==> config.mk <==
export PLATFORM = sky130hd
export DESIGN_NAME = pal_cell
export DESIGN_NICKNAME = d
export VERILOG_FILES = /design/src/rtl/core/positional_array_list_core_defines.svh /design/src/rtl/core/pal_pkg.sv /design/src/rtl/core/pal_cell.sv
export SDC_FILE = /design/constraint.sdc
export NUM_CORES = 1
export LEC_CHECK = 0
export BUFFER_PORTS_ARGS = -buffer_cell sky130_fd_sc_hd__buf_4
export CAP_MARGIN = 15
export CORE_ASPECT_RATIO = 0.5
export CORE_MARGIN = 10
export CORE_UTILIZATION = 42
export CTS_BUF_LIST = sky130_fd_sc_hd__clkbuf_8 sky130_fd_sc_hd__clkbuf_16
export DETAILED_ROUTE_END_ITERATION = 8
export GPL_ROUTABILITY_DRIVEN = 0
export PLACE_DENSITY_LB_ADDON = 0.12
export SYNTH_ARGS = -nofsm -noshare
export SYNTH_HDL_FRONTEND = slang
export SYNTH_SLANG_ARGS = --single-unit
==> constraint.sdc <==
create_clock -name clk -period 7 [get_ports clk]
set_input_delay 1.4 -clock clk [delete_from_list [all_inputs] [get_ports clk]]
set_output_delay 1.4 -clock clk [all_outputs]
set_load 0.01 [all_outputs]
==> src/rtl/core/positional_array_list_core_defines.svh <==
// assertion macros shared by the list core rtl
// no dependencies; included by files that carry assertions
`ifndef POSITIONAL_ARRAY_LIST_CORE_DEFINES_SVH
`define POSITIONAL_ARRAY_LIST_CORE_DEFINES_SVH

// same-cycle implication, disabled while reset is high
`define PAL_ASSERT_IMPL(label, clk, rst, ante, cons) \
  label: assert property (@(posedge clk) disable iff (rst) (ante) |-> (cons)) \
    else $error("pal assertion failed");

// next-cycle implication, disabled while reset is high
`define PAL_ASSERT_NEXT(label, clk, rst, ante, cons) \
  label: assert property (@(posedge clk) disable iff (rst) (ante) |=> (cons)) \
    else $error("pal assertion failed");

`endif

==> src/rtl/core/pal_pkg.sv <==
// shared types and constants for the positional array list core
// no dependencies
`timescale 1ns / 1ps

package pal_pkg;

  // default number of list cells
  localparam int CAPACITY_DEF = 128;

  // cells gathered into one registered partial on a read
  localparam int GROUP_SIZE = 16;

  // field widths
  localparam int CMD_W    = 2;
  localparam int POS_W    = 8;
  localparam int VAL_W    = 32;
  localparam int MOVED_W  = 7;
  localparam int CNTOUT_W = 8;
  localparam int STAT_W   = 2;

  // command codes
  localparam logic [CMD_W-1:0] CMD_INSERT = 2'd0;
  localparam logic [CMD_W-1:0] CMD_DELETE = 2'd1;
  localparam logic [CMD_W-1:0] CMD_READ   = 2'd2;

  // status codes
  localparam logic [STAT_W-1:0] ST_OK    = 2'd0;
  localparam logic [STAT_W-1:0] ST_FULL  = 2'd1;
  localparam logic [STAT_W-1:0] ST_RANGE = 2'd2;

  // shift control broadcast along the row of cells
  typedef struct packed {
    logic shift_up;
    logic shift_dn;
  } cell_ctrl_t;

endpackage

==> src/rtl/core/pal_cell.sv <==
// one list cell: holds a single entry and trades it with its neighbours
// depends on pal_pkg
`timescale 1ns / 1ps

module pal_cell
  import pal_pkg::*;
#(
  parameter int IDX   = 0,
  parameter int CMP_W = 8
) (
  input  logic                    clk,
  input  cell_ctrl_t              ctrl,
  input  logic        [CMP_W-1:0] pos,
  input  logic signed [VAL_W-1:0] value_in,
  input  logic signed [VAL_W-1:0] from_below,
  input  logic signed [VAL_W-1:0] from_above,
  output logic signed [VAL_W-1:0] data,
  output logic signed [VAL_W-1:0] tap
);

  logic hit;
  logic above;

  // where this cell sits relative to the request position
  assign hit   = (pos == CMP_W'(IDX));
  assign above = (CMP_W'(IDX) > pos);

  // insert takes the new value or the lower neighbour, delete the upper one
  always_ff @(posedge clk) begin
    if (ctrl.shift_up) begin
      if (hit) begin
        data <= value_in;
      end else if (above) begin
        data <= from_below;
      end
    end else if (ctrl.shift_dn) begin
      if (hit || above) begin
        data <= from_above;
      end
    end
  end

  // entry offered to the read gather
  assign tap = hit ? data : '0;

endmodule

# Word-level counts from Yosys, hierarchy flattened
# Cells that the tools add are included.
dict set report totals {
  output_inout_bits 64
  input_bits 107
  elab_cells 14
  ff_bits 32
}
dict set report classes {
  n_reduce_logical 5
  n_mux 6
  magnitude_cmp 1
  n_eq_ne 1
}
# operator n
set op_table {}
lappend op_table {{$mux 32} 6}
lappend op_table {{$gt 1x8->1 const A} 1}
lappend op_table {{$logic_not 8->1} 1}
lappend op_table {{$reduce_bool 2->1} 2}
lappend op_table {{$ne 3x1->1 const B} 1}
lappend op_table {{$reduce_and 3->1} 1}
lappend op_table {{$logic_or 1x1->1} 1}

# Logic depth before layout (Yosys ltp)
dict set report logic_depth {
  word_depth 5
  depth_mapped 4
  ltp_nobuf 3
}

# Worst setup path after synthesis
# OpenSTA, ideal clock, no wires.
dict set report synth_path {
  path_type {input to register}
  from {in pos[3]}
  to {reg data[0], enable pin}
  stages 3
  n_path_buf 1
  setup_ns 0.461
  setup_slack_ns 2.144
  t_arrival_ns 4.395
  required_time_ns 6.539
  cell_sequence {or4_4 clkbuf_2 nor3_1}
}
dict set report synth_via {
  elab_chain_len 4
  word_cells_on_any_way 6
  cone_classes {1 x order compare; 1 x eq/ne; 4 x reduce/logical}
}
# element line
set synth_rtl {}
lappend synth_rtl {{from (decl)} pal_cell.sv:13} ;# input logic [CMP_W-1:0] pos,
lappend synth_rtl {{$gt 1x8->1 / $logic_not 8->1 (equally long branches)} {pal_cell.sv:26, pal_cell.sv:25}}
lappend synth_rtl {{$logic_or 1x1->1} pal_cell.sv:37} ;# if (hit || above) begin
lappend synth_rtl {{$reduce_bool 2->1 (no source line)} --}
lappend synth_rtl {{$reduce_and 3->1 (no source line) (*)} --}
lappend synth_rtl {{to (signal assigned)} pal_cell.sv:32} ;# data <= value_in;
lappend synth_rtl {{to (signal assigned)} pal_cell.sv:34} ;# data <= from_below;
lappend synth_rtl {{to (signal assigned)} pal_cell.sv:38} ;# data <= from_above;
lappend synth_rtl {{to (decl)} pal_cell.sv:17} ;# output logic signed [VAL_W-1:0] data,
# Mark *: on every way between the ends. The rest lies on a longest branch, timed or not.
# A chain may end at the register's enable or synchronous reset.

# Worst setup path after layout
dict set report layout_path {
  from {in pos[7]}
  to {out tap[10]}
}
dict set report layout_via {
  elab_chain_len 2
}
# element line
set layout_rtl {}
lappend layout_rtl {{$logic_not 8->1} pal_cell.sv:25} ;# assign hit = (pos == CMP_W'(IDX));
lappend layout_rtl {{$mux 32} pal_cell.sv:44} ;# assign tap = hit ? data : '0;
lappend layout_rtl {{to (decl)} pal_cell.sv:18} ;# output logic signed [VAL_W-1:0] tap
# No other way between the ends.

==> reports/results.ini <==
[global_route]
grt_max_degree=66
grt_pass1_vias=2453
grt_overflow=0
grt_use_total_pct=18.9
grt_pass1_wl_um=12700
antenna_found_initial=0

[finish]
n_antenna_cell=0
final_cell_mix=buf_4 (173), nor2_1 (33)
drive_above_1_share_pct=49.1
area_delta_synth_final_pct=65.6
largest_reg_flops=32
largestRegisters=data: 32 flops
utilization_pct=74.3
final_common_cell=buf_4
regMostFlops=data
nNetsFinal=487
design_area_sq_um=3370

[timing]
finalSetupTns_ps=0
period_share_pct=61.4
fmax_ghz=0.233
fin_crit_ps=4300
finalSetupViolCount=0
slew_violations=0
slew_headroom_pct=60.7
hold_viol_final=0
setup_ws_ps=2700
rsz0062_at_grt=false
max_slew.worst_pin.slew_ps=590

[clock_tree]
holdBufCountCts=0
cts-resized-gates=0
clock-sinks=32
clk_pin_slew_ps=70
htree_levels=2
cts.root.buffer_cell=clkbuf_8
clockBufferDepth=2
cts_tree=yes
cts_setup_buffers=0
numCtsBuffers=5

[floorplanning]
die_w_um=118
start_util_pct=44.9
die_h_um=69.2
die_area_sq_um=8190
rows=17
io_pins=171
core_area_sq_um=4530

[yosys]
syn_nets=330
netlist_top_cells_area=edfxtp_1 (47%), a31oi_1 (9.8%), and3_1 (9.8%)
ys_ff_latch=32
synth_compound_area_share_pct=17.7
postSynthAreaPerCell_sq_um=9.12
syn_area_sq_um=2030
synth_top_family_by_area=simple AND/OR/NAND/NOR gates
synth_fa_ha_area_share_pct=0
synthDominantCellAreaShare_pct=47.3
synth_top_area_cell=edfxtp_1
ys_types=15
synth_cells=223
synth-simple-area-share_pct=27.3
synth_xor_area_share_pct=0
ys_seq_area_share_pct=47.3
yosys_warnings=0
synth_mux_area_share_pct=0

[outcome]
outcome=completed

[worst_hold_path]
hold_depth=3
whs_endpoint=data[22]$_DFFE_PP_
hp-start=from_above[22]
worstHoldPathType=input port to register

[power]
leakage_nw=1.55
powerDensity_nw_per_um2=129
vdd_ir_drop_max_mv=0.0733

[drt]
wl_um=8470
routedWlPerCell_um=19.0
drc=0
postRouteAntennaNets=0
dr_total_vias=2444
dr.pass1.iters=4
drt_iter0_markers=168
vias_per_cell=5.47

[flow_run]
max-cap-violations=0

[critical_path]
worst_setup_path_end_kind=primary output
start_kind=input port
crit_path_cell_trace=buf_4, nor4_4, buf_6, buf_4, and3_1, buf_4
crit_required_ps=5600
worst-path-max-fanout=36
crit_type=input port to primary output
path_common_cell=buf_4
critical_path_arrival_ps=2900
worst-path-buf-inv=4
crit_family=buffers and inverters
cpPeakStageDelay_ps=410
slowest_stage=nor4_4

[placed_design]
dp_slack_ps=2260
placed_cell_area_sq_um=3260
portBuffers=170
hpwl_um=6450

layout make-up:
class	instances	area, sq um
repair buffers	175	1320
fillers	341	1160
flip-flops and latches	32	961
multi-input cells	166	920
well taps	66	82.6
clock buffers	5	68.8
clock inverters	3	13.8
worst min-delay path, cell delays in order:
cell and delay (ps):
buf_4 80, nor2_1 30, a31oi_1 120
where the power goes:
part / switching, mW / total [mW] / internal, mW / leakage, nW
registers: 0.000277 / 0.213 / 0.213 / 0.298
logic: 0.0335 / 0.0835 / 0.0500 / 1.21
clock network: 0.0692 / 0.137 / 0.0674 / 0.0453
total: 0.103 / 0.433 / 0.330 / 1.55
metrics by stage:
stage / std cells / total power [mW] / hold WS, ps
2_1_floorplan: 223 / 0.248 / 1650
3_3_place_gp: 437 / 0.296 / 1740
3_5_place_dp: 437 / 0.300 / 1750
4_1_cts: 445 / 0.434 / 1450
5_1_grt: 447 / 0.455 / 1450
6_report: 447 / 0.433 / 1460
per-layer routing:
layer  global-route usage [%]  vias to the layer above  part of all wire [%]  wire length, um
met5                        0                        -                     0                0
met4                     7.86                        0                   3.1              261
met3                     7.69                       20                    10              844
met2                     33.8                      138                    51             4320
met1                     19.2                     1121                    36             3040
li1                         -                     1165                     -                -
cells by family (layout without fill, tap and decap cells):
logic type | count (synthesis) | in the layout
compound gates | 64 | 64
buf+inv | 25 | 183
flops | 32 | 32
simple gates | 102 | 102
worst max-delay path by stage:
stage | to | cells past startpoint | start
floorplan | data[0]$_DFFE_PP_ | 3 | pos[3]
CTS | tap[10] | 5 | pos[3]
detailed placement | tap[10] | 5 | pos[3]
global route | tap[10] | 6 | pos[7]
global placement | tap[8] | 5 | pos[3]
finish | tap[10] | 6 | pos[7]
synth_stat cells, drive strengths merged:
master   n
buf     11
o21ai   32
nand3   32
nor4     2
nor3     1
a31oi   32
nor2    33
edfxtp  32
clkbuf  14
and3    32
or4      2
No activity file was read; power rests on OpenSTA's default activity.
